`src/hw/rtl/pmhf_pkg.sv`:
```
// Shared types and constants for the packed monochrome span fill core.
// No dependencies; imported by packed_mono_hline_fill_core.
package pmhf_pkg;

    // Row base plus byte offset: at most row 255 times 63 bytes, plus 31.
    localparam int FULL_AW = 14;

    localparam logic [5:0] ROW_BYTES_RESET = 6'd4;
    localparam logic [7:0] FULL_BYTE       = 8'hFF;

    typedef logic [7:0]         byte_t;
    typedef logic [FULL_AW-1:0] full_addr_t;

    // One byte whose read is in flight; its write-back follows in the next cycle,
    // and its result is registered from that write-back.
    typedef struct packed {
        logic       valid;
        full_addr_t addr;
        byte_t      mask;
        logic       last;
    } pend_t;

    function automatic byte_t head_mask(input logic [2:0] bit_pos);
        head_mask = FULL_BYTE >> bit_pos;
    endfunction

    function automatic byte_t tail_mask(input logic [2:0] bit_pos);
        tail_mask = FULL_BYTE << (3'd7 - bit_pos);
    endfunction

endpackage

```
`src/hw/rtl/packed_mono_hline_fill_core.sv`:
```
// Packed 1-bit-per-pixel framebuffer with horizontal span fill.
// Results: for a span of n bytes, results arrive one per cycle, each registered
// from its byte's write-back; busy stays high through CALC, RUN and DRAIN.
// An out-of-range request answers with one error result, registered in CALC.
// Throughput is bound by the memory: one read-modify-write per byte.
// Reset starts a clearing pass over all FB_BYTES bytes, one byte per cycle, with
// busy high; the receiver cannot stall results. Depends on pmhf_pkg.
module packed_mono_hline_fill_core
    import pmhf_pkg::*;
#(
    parameter int FB_BYTES      = 256,
    parameter int MAX_ROW_BYTES = 32
)
(
    input  logic       clk,
    input  logic       rst_n,
    input  logic       start,
    output logic       busy,
    input  logic [7:0] x_start,
    input  logic [7:0] x_end,
    input  logic [7:0] row,
    input  logic       cfg_valid,
    output logic       cfg_ready,
    input  logic [5:0] cfg_data,
    output logic       result_strobe,
    output logic [7:0] byte_addr,
    output logic [7:0] byte_value,
    output logic       out_of_range,
    output logic       last
);

    localparam int              AW       = (FB_BYTES > 1) ? $clog2(FB_BYTES) : 1;
    localparam logic [AW-1:0]   LAST_IDX = AW'(FB_BYTES - 1);
    localparam logic [16:0]     FB_LIM   = 17'(FB_BYTES);
    localparam logic [6:0]      MAX_RB   = 7'(MAX_ROW_BYTES);

    localparam logic [2:0] S_CLEAR = 3'd0;
    localparam logic [2:0] S_IDLE  = 3'd1;
    localparam logic [2:0] S_CALC  = 3'd2;
    localparam logic [2:0] S_RUN   = 3'd3;
    localparam logic [2:0] S_DRAIN = 3'd4;

    logic [2:0]    state_reg, state_next;
    logic [AW-1:0] clr_reg, clr_next;
    logic [5:0]    row_bytes_reg;
    logic [7:0]    xs_reg, xs_next;
    logic [7:0]    xe_reg, xe_next;
    logic [7:0]    row_reg, row_next;
    logic [5:0]    w_reg, w_next;
    full_addr_t    base_reg, base_next;
    logic [4:0]    b_reg, b_next;
    pend_t         pend_reg, pend_next;
    byte_t         rdata_reg;

    logic          strobe_reg, strobe_next;
    logic [7:0]    addr_out_reg, addr_out_next;
    byte_t         value_out_reg, value_out_next;
    logic          oor_reg, oor_next;
    logic          last_reg, last_next;

    byte_t         mem [FB_BYTES];

    logic [5:0]    w_clamp;
    logic [8:0]    row_plus;
    logic [14:0]   lim_prod;
    full_addr_t    base_prod;
    logic          calc_err;
    full_addr_t    rd_full;
    byte_t         run_mask;
    logic          run_last;
    logic          mem_we;
    logic [AW-1:0] mem_waddr;
    byte_t         mem_wdata;
    byte_t         merged;

    assign busy          = (state_reg != S_IDLE);
    assign cfg_ready     = 1'b1;
    assign result_strobe = strobe_reg;
    assign byte_addr     = addr_out_reg;
    assign byte_value    = value_out_reg;
    assign out_of_range  = oor_reg;
    assign last          = last_reg;

    // A width above the supported maximum is used as the maximum.
    assign w_clamp = ({1'b0, row_bytes_reg} > MAX_RB) ? MAX_RB[5:0] : row_bytes_reg;

    // row >= FB_BYTES / w is the same test as (row + 1) * w > FB_BYTES.
    assign row_plus  = {1'b0, row_reg} + 9'd1;
    assign lim_prod  = 15'(row_plus) * 15'(w_reg);
    assign base_prod = FULL_AW'(row_reg) * FULL_AW'(w_reg);
    assign calc_err  = (w_reg == 6'd0) || ({2'b00, lim_prod} > FB_LIM)
                    || ({1'b0, xe_reg} >= {w_reg, 3'b000});

    assign rd_full  = base_reg + FULL_AW'(b_reg);
    assign run_last = (b_reg == xe_reg[7:3]);

    always_comb
    begin
        run_mask = FULL_BYTE;
        if (b_reg == xs_reg[7:3])
        begin
            run_mask = run_mask & head_mask(xs_reg[2:0]);
        end
        if (run_last)
        begin
            run_mask = run_mask & tail_mask(xe_reg[2:0]);
        end
    end

    assign merged = rdata_reg | pend_reg.mask;

    always_comb
    begin
        mem_we    = 1'b0;
        mem_waddr = AW'(pend_reg.addr);
        mem_wdata = merged;
        if (state_reg == S_CLEAR)
        begin
            mem_we    = 1'b1;
            mem_waddr = clr_reg;
            mem_wdata = 8'h00;
        end
        else if (pend_reg.valid)
        begin
            mem_we = 1'b1;
        end
    end

    always_comb
    begin
        state_next     = state_reg;
        clr_next       = clr_reg;
        xs_next        = xs_reg;
        xe_next        = xe_reg;
        row_next       = row_reg;
        w_next         = w_reg;
        base_next      = base_reg;
        b_next         = b_reg;
        pend_next      = '0;
        strobe_next    = 1'b0;
        addr_out_next  = addr_out_reg;
        value_out_next = value_out_reg;
        oor_next       = oor_reg;
        last_next      = last_reg;

        if (pend_reg.valid)
        begin
            strobe_next    = 1'b1;
            addr_out_next  = pend_reg.addr[7:0];
            value_out_next = merged;
            oor_next       = 1'b0;
            last_next      = pend_reg.last;
        end

        case (state_reg)
            S_CLEAR:
            begin
                clr_next = clr_reg + AW'(1);
                if (clr_reg == LAST_IDX)
                begin
                    state_next = S_IDLE;
                end
            end
            S_IDLE:
            begin
                if (start)
                begin
                    // Swapped columns are put in order here.
                    xs_next    = (x_start > x_end) ? x_end : x_start;
                    xe_next    = (x_start > x_end) ? x_start : x_end;
                    row_next   = row;
                    w_next     = w_clamp;
                    state_next = S_CALC;
                end
            end
            S_CALC:
            begin
                base_next = base_prod;
                b_next    = xs_reg[7:3];
                if (calc_err)
                begin
                    strobe_next    = 1'b1;
                    addr_out_next  = 8'h00;
                    value_out_next = 8'h00;
                    oor_next       = 1'b1;
                    last_next      = 1'b1;
                    state_next     = S_IDLE;
                end
                else
                begin
                    state_next = S_RUN;
                end
            end
            S_RUN:
            begin
                pend_next.valid = 1'b1;
                pend_next.addr  = rd_full;
                pend_next.mask  = run_mask;
                pend_next.last  = run_last;
                b_next          = b_reg + 5'd1;
                if (run_last)
                begin
                    state_next = S_DRAIN;
                end
            end
            S_DRAIN:
            begin
                state_next = S_IDLE;
            end
            default:
            begin
                state_next = S_IDLE;
            end
        endcase
    end

    // Reads of the next byte overlap the write-back of the previous one; within
    // one request the two addresses always differ.
    always_ff @(posedge clk)
    begin
        if (mem_we)
        begin
            mem[mem_waddr] <= mem_wdata;
        end
        rdata_reg <= mem[AW'(rd_full)];
    end

    always_ff @(posedge clk or negedge rst_n)
    begin
        if (!rst_n)
        begin
            state_reg     <= S_CLEAR;
            clr_reg       <= '0;
            row_bytes_reg <= ROW_BYTES_RESET;
            pend_reg      <= '0;
            strobe_reg    <= 1'b0;
        end
        else
        begin
            state_reg  <= state_next;
            clr_reg    <= clr_next;
            pend_reg   <= pend_next;
            strobe_reg <= strobe_next;
            if (cfg_valid && cfg_ready)
            begin
                row_bytes_reg <= cfg_data;
            end
        end
    end

    always_ff @(posedge clk)
    begin
        xs_reg        <= xs_next;
        xe_reg        <= xe_next;
        row_reg       <= row_next;
        w_reg         <= w_next;
        base_reg      <= base_next;
        b_reg         <= b_next;
        addr_out_reg  <= addr_out_next;
        value_out_reg <= value_out_next;
        oor_reg       <= oor_next;
        last_reg      <= last_next;
    end

    a_idle_no_pending: assert property (@(posedge clk) disable iff (!rst_n)
        !busy |-> !pend_reg.valid)
        else $error("pending write-back while idle");

    a_clear_no_pending: assert property (@(posedge clk) disable iff (!rst_n)
        (state_reg == S_CLEAR) |-> !pend_reg.valid)
        else $error("pending write-back during clearing pass");

    a_accept_to_calc: assert property (@(posedge clk) disable iff (!rst_n)
        (start && !busy) |=> (state_reg == S_CALC))
        else $error("accepted request did not enter calculation");

    a_burst_contiguous: assert property (@(posedge clk) disable iff (!rst_n)
        (result_strobe && !last) |=> result_strobe)
        else $error("gap inside a result burst");

    a_error_result: assert property (@(posedge clk) disable iff (!rst_n)
        (result_strobe && out_of_range) |->
            (last && byte_addr == 8'h00 && byte_value == 8'h00))
        else $error("malformed error result");

endmodule
```
`config.mk`:
```
export PLATFORM = sky130hd
export DESIGN_NAME = packed_mono_hline_fill_core
export DESIGN_NICKNAME = d
export VERILOG_FILES = /design/src/hw/rtl/pmhf_pkg.sv /design/src/hw/rtl/packed_mono_hline_fill_core.sv
export SDC_FILE = /design/constraint.sdc
export NUM_CORES = 2
export LEC_CHECK = 0
export BUFFER_PORTS_ARGS = -buffer_cell sky130_fd_sc_hd__buf_2
export CAP_MARGIN = 20
export CELL_PAD_IN_SITES_DETAIL_PLACEMENT = 1
export CELL_PAD_IN_SITES_GLOBAL_PLACEMENT = 1
export CORE_UTILIZATION = 55
export CTS_CLUSTER_DIAMETER = 200
export DETAILED_ROUTE_END_ITERATION = 12
export PLACE_DENSITY_LB_ADDON = 0.1
export SLEW_MARGIN = 20
export SYNTH_ARGS = -nofsm -noshare
export SYNTH_HDL_FRONTEND = slang
export SYNTH_SLANG_ARGS = --single-unit
```
`constraint.sdc`:
```
create_clock -name clk -period 11.8 [get_ports clk]
set_input_delay 0.59 -clock clk [delete_from_list [all_inputs] [get_ports clk]]
set_output_delay 0.59 -clock clk [all_outputs]
set_load 0.05 [all_outputs]
```
# --- After elaboration in Yosys (flattened, before gate mapping) ---
# Memories as Yosys holds them, arrays and structs flattened. A register that Yosys moved wholly into a read port is not among the register bits.
# Cells that the tools add are included.
word_totals:
  word_cells: 82
  inputBits: 34
  ram_bits: 2048
  mem_count: 1
  output_inout_bits: 21
  reg_bits: 103
classes:
  n_eq_ne: 10
  n_bitwise: 2
  n_reduce_logical: 7
  mux: 31
  n_mul: 2
  order_cmp: 4
  shift: 2
  add_sub_neg: 5
mem_list:
  columns: ["name", "depth", "width", "read_ports", "rd_ports_with_merged_regs", "wr", "line", "text"]
  rows:
  - ["mem", 256, 8, 1, 1, 1, "packed_mono_hline_fill_core.sv:61", "byte_t mem [FB_BYTES];"]
ops:
  columns: ["cell", "count"]
  rows:
  - ["8-bit 2-to-1 mux", 12]
  - ["24-bit 2-to-1 mux", 1]
  - ["15-bit by 9-bit greater-than comparator with 1-bit output, second input constant", 1]
  - ["9-bit by 6-bit multiplier with 15-bit output", 1]
  - ["14-bit by 5-bit adder with 14-bit output", 1]
  - ["8-bit by 6-bit multiplier with 14-bit output", 1]
  - ["1-bit 2-to-1 mux", 12]
  - ["3-bit case mux with 4 select lines", 1]
  - ["5-bit == test", 2]
  - ["5-bit case mux with 2 select lines", 1]
  - ["8-bit by 1-bit adder with 9-bit output, second input constant", 1]
  - ["8-bit by 9-bit greater-or-equal comparator with 1-bit output", 1]
  - ["3-bit 2-to-1 mux", 3]
  - ["8-bit by 1-bit adder with 8-bit output, second input constant", 1]
  - ["8-bit AND", 1]
  - ["8-bit == test, second input constant", 1]
  - ["8-bit greater-than comparator", 1]
  - ["8-bit bitwise OR", 1]
  - ["8-bit by 3-bit left shift with 8-bit output, first input constant", 1]
  - ["8-bit by 3-bit right shift with 8-bit output, first input constant", 1]
  - ["3-bit by 2-bit == test with 1-bit output, second input constant", 2]
  - ["6-bit greater-than comparator, second input constant", 1]
  - ["6-bit logical NOT", 1]
  - ["5-bit by 1-bit adder with 5-bit output, second input constant", 1]
  - ["other kinds (11)", 13]

# --- Logic depth before layout (Yosys ltp) ---
depth:
  depth_word: 7
  mapped_depth: 20
  depth_no_buf: 19

# --- Worst setup path after synthesis ---
# Ideal clock, no wire load.
synth_path:
  path_kind: "register to register"
  from: "register state_reg[0]"
  to: "memory mem[0][7] (netlist name), data pin"
  path_stages_with_launch: 6
  setup_slack_ps: 3312
  required_ps: 10396
  arrival_ps: 7084
  path_cell_list: "dfrtp_1 -> clkbuf_1 -> nor3_1 -> clkbuf_1 -> buf_1 -> nor2_1"
synth_between:
  elab_chain_cells: 2
synth_rtl:
  columns: ["item", "line", "text"]
  rows:
  - ["from (decl)", "packed_mono_hline_fill_core.sv:43", "logic [2:0] state_reg, state_next;"]
  - ["from (signal assigned)", "packed_mono_hline_fill_core.sv:240", "state_reg <= state_next;"]
  - ["3-bit logical NOT", "packed_mono_hline_fill_core.sv:117", "if (state_reg == S_CLEAR)"]
  - ["8-bit 2-to-1 mux", "packed_mono_hline_fill_core.sv:117", null]
  - ["via mem_wdata[7]", "packed_mono_hline_fill_core.sv:73", "byte_t mem_wdata;"]
  - ["to (decl)", "packed_mono_hline_fill_core.sv:61", null]
# The timed path passes the listed nets, and every way through them passes these cells.

# --- Final worst setup path ---
layout_path:
  from: "register row_reg[0]"
  to: "register value_out_reg[4] (netlist: byte_value[4])"
layout_between:
  elab_chain_cells: 7
layout_rtl:
  columns: ["item", "line", "text"]
  rows:
  - ["from (decl)", "packed_mono_hline_fill_core.sv:48", "logic [7:0] row_reg, row_next;"]
  - ["from (signal assigned)", "packed_mono_hline_fill_core.sv:255", "row_reg <= row_next;"]
  - ["8-bit by 1-bit adder with 9-bit output", "packed_mono_hline_fill_core.sv:88", "assign row_plus = {1'b0, row_reg} + 9'd1;"]
  - ["9-bit by 6-bit multiplier with 15-bit output", "packed_mono_hline_fill_core.sv:89", "assign lim_prod = 15'(row_plus) * 15'(w_reg);"]
  - ["15-bit by 9-bit greater-than comparator with 1-bit output", "packed_mono_hline_fill_core.sv:91", "assign calc_err = (w_reg == 6'd0) || ({2'b00, lim_prod} > FB_LIM)"]
  - ["1-bit logical OR", "packed_mono_hline_fill_core.sv:91", null]
  - ["1-bit logical OR", "packed_mono_hline_fill_core.sv:92", "|| ({1'b0, xe_reg} >= {w_reg, 3'b000});"]
  - ["8-bit 2-to-1 mux", "packed_mono_hline_fill_core.sv:180", "if (calc_err)"]
  - ["8-bit 2-to-1 mux", "packed_mono_hline_fill_core.sv:155", "case (state_reg)"]
  - ["via value_out_next[4]", "packed_mono_hline_fill_core.sv:57", "byte_t value_out_reg, value_out_next;"]
  - ["to (signal assigned)", "packed_mono_hline_fill_core.sv:260", "value_out_reg <= value_out_next;"]
  - ["to (decl)", "packed_mono_hline_fill_core.sv:57", null]
# The timed path passes the listed nets, and every way through them passes these cells.
# A chain may end at the register's enable or synchronous reset.

==> qor.txt <==
core area: 155,000 um2
drt pass-1 iters: 5
fmax: 161 MHz
clk sinks: 2,153
Mapped Nets: 4,175
Critical Path Sink Type: register
via count: 41,000
routed vias/inst: 6.41
# fillers: 12,500
Synth Register Bits: 2,153
largest net degree at the start of global routing: 225
# rows: 144
critical path arrival: 6.93 ns
mapped cell area: 86,200 um2
post-synth cell types: 67
static leakage: 30.7 nW
EDFF count, synth: 2,091
Synth Warn #: 0
PD cells: 258 nW/um2
min Tclk post-route: 6.21 ns
ANT nets after route: 0
dpl cells: 5,994
Synth top area share: 0.729
Post CTS Setup Buffer Count: 0
Setup-failing EPs final: 0
fin nets: 4,313
die area: 158,000 um2
drt total wl: 213 mm
crit path max fanout: 18
RSZ-0062 raised after global routing: false
status: complete, no violations
total track usage: 0.275
Clock Skew: 0.0430 ns
share of layout cells above drive strength 1: 0.258
Cell Area, Placed: 88,800 um2
Tightest Pin Transition: 1.12 ns
per-cell routed wire length: 33.3 um
Most used DFF post-synth: edfxtp_1
cell taking the most area after synthesis: edfxtp_1
final cell count without fillers: 6,402
PostCTS Resize Cnt: 0
top cells by count, synth: edfxtp_1 (2,091), mux4_2 (640), nor2_1 (336)
mean post-synth cell area: 21.3 um2
P&R area growth vs syn: 11.3%
GRT Residual Overflow: 0
CP Launch Type: register
DRC errors left: 0
Starting Density: 0.557
Clk pin slew, worst setup/hold paths: 0.06 ns
vias in the first global route: 43,000
Rel. slew slack: 0.253
max-slew violations: 0
TritonCTS buffer count: 213
GPL Wtd Cong: 0.821
max reg flops: 2,048
dpl hpwl: 127 mm
DIE WIDTH: 398 um
final hold vios: 0
sequential share of the synthesized area: 0.745
Tcrit/Tclk final: 0.526
clk buf depth: 3
Final TNS setup: 0 ns
PortBufs: 53
Req. time, crit path: 12.52 ns
H-tree depth: 4
initial antenna violation count: 3
die height: 398 um
most frequent cell after synthesis: edfxtp_1
ranking of synthesized cells by area: edfxtp_1 (73%), mux4_2 (17%), nor2_1 (1.5%)
asr flop ratio synth: 0.0167
finished layout cell area: 95,900 um2
hold crit path type: in2reg
maxcap violations: 0
I/O pin cnt: 55
CTS root buf: clkbuf_16
Reg2Reg Setup Slack: 5.59 ns
VDD IR max: 201 uV
Crit Path Category: reg2reg
TritonCTS clock tree: built
first-pass GRT wire length: 310 mm
DR iter-0 viols: 4,767
Clock Latency Late Sink: 0.83 ns
synthesized instance count: 4,044
kinds of logic (layout without fill, tap and decap cells):
logic type | after synthesis | count (layout) | synth area share
compound gates | 152 | 152 | 0.0123
buf+inv | 294 | 607 | 0.0155
xor+xnor | 56 | 56 | 0.00578
flops | 2153 | 2153 | 0.745
simple gates | 604 | 604 | 0.0300
other cells | 1 | 2 | 0.0000435
mux | 687 | 687 | 0.173
fa+ha+maj | 97 | 97 | 0.0178
worst max-delay path, stage by stage (launching register included):
cell and delay, ns:
edfxtp_1 0.59, ha_1 0.33, nand3_1 0.12, nor2_1 0.09
xnor2_1 0.51, nor2_1 0.14, fa_1 0.52, fa_1 0.49
inv_1 0.05, fa_1 0.47, inv_1 0.05, ha_1 0.36
a21o_1 0.20, a221o_1 0.31, a21o_1 0.21, or4_1 0.47
o21ai_1 0.13, nand4_2 0.56, a221oi_1 0.51
where the power goes:
part / switching [mW] / leakage (nW) / internal [mW]
logic: 5.21 / 7.46 / 3.01
registers: 0.132 / 19.9 / 9.65
clock network: 2.88 / 3.36 / 3.81
total: 8.22 / 30.7 / 16.5
cell type report:
| cell class | instances | area, um2 | share of cell area |
|---|---|---|---|
| diodes | 1 | 2.50 | 0.0000261 |
| clock buffers | 262 | 5620 | 0.0586 |
| clock inverters | 128 | 1250 | 0.0131 |
| inverters | 79 | 297 | 0.00309 |
| multi-input cells | 1597 | 20800 | 0.217 |
| flip-flops and latches | 2153 | 64200 | 0.670 |
| well taps | 2044 | 2560 | 0.0267 |
| repair buffers | 138 | 1140 | 0.0119 |
final timing paths:
path,to,cells after the start,startpoint
hold / removal,xe_reg[1]$_DFFE_PP_,2,x_end[1]
setup reg to reg,byte_value[4]$_DFF_P_,18,row_reg[0]$_DFFE_PP_
min in group asynchronous,row_bytes_reg[0]$_DFFE_PN0P_,2,rst_n
hold reg to reg,byte_value[5]$_DFF_P_,2,byte_value[5]$_DFF_P_
setup / recovery,byte_value[4]$_DFF_P_,18,row_reg[0]$_DFFE_PP_
max in group asynchronous,state_reg[2]$_DFFE_PN0P_,2,rst_n
stage by stage:
stage	power, mW	setup WS (ns)	hold slack (ns)	utilization
global placement	18.0	5.81	0.465	0.573
detailed placement	18.2	5.64	0.468	0.574
CTS	24.8	5.60	0.0380	0.619
finish	24.7	5.59	0.0902	0.619
global route	25.4	5.22	0.0651	0.619
floorplan	15.3	3.31	0.294	-
cell usage in the layout, fill, tap and decap left out, types with 7 or more instances in the layout:
master	Yosys	layout
a21o_1	10	10
a21oi_1	19	19
a221oi_1	11	11
a32oi_1	8	8
and2_1	26	26
buf_12	0	9
buf_2	46	53
buf_4	22	54
bufinv_16	0	20
clkbuf_1	129	43
clkbuf_16	0	217
clkinv_1	2	57
clkinv_2	0	39
dfrtp_1	35	35
dfxtp_1	26	26
dlygate4sd3_1	0	15
edfxtp_1	2091	2091
fa_1	43	42
ha_1	54	53
inv_1	77	77
mux2_2	31	31
mux2i_1	16	16
mux4_2	640	640
nand2_1	138	122
nand2_2	0	16
nand2b_1	7	7
nand3_1	32	32
nand3b_1	15	15
nor2_1	336	328
nor2_4	0	8
nor2b_1	12	12
nor3_1	9	8
o2111a_1	8	8
o21ai_0	35	34
o221ai_1	8	8
o22ai_1	17	17
xnor2_1	38	36
xor2_1	17	16
timing repair:
action,CTS,global route
setup endpoints to repair,0,0
hold endpoints to repair,49,0
hold buffers,15,0
layer usage:
layer	track usage	wire length [um]	up-vias
li1	-	-	16900
met4	0.0856	6290	0
met1	0.400	87900	22200
met3	0.0448	14800	272
met2	0.435	104000	1651
met5	0	0	-
Power figures use the tool's default switching activity.
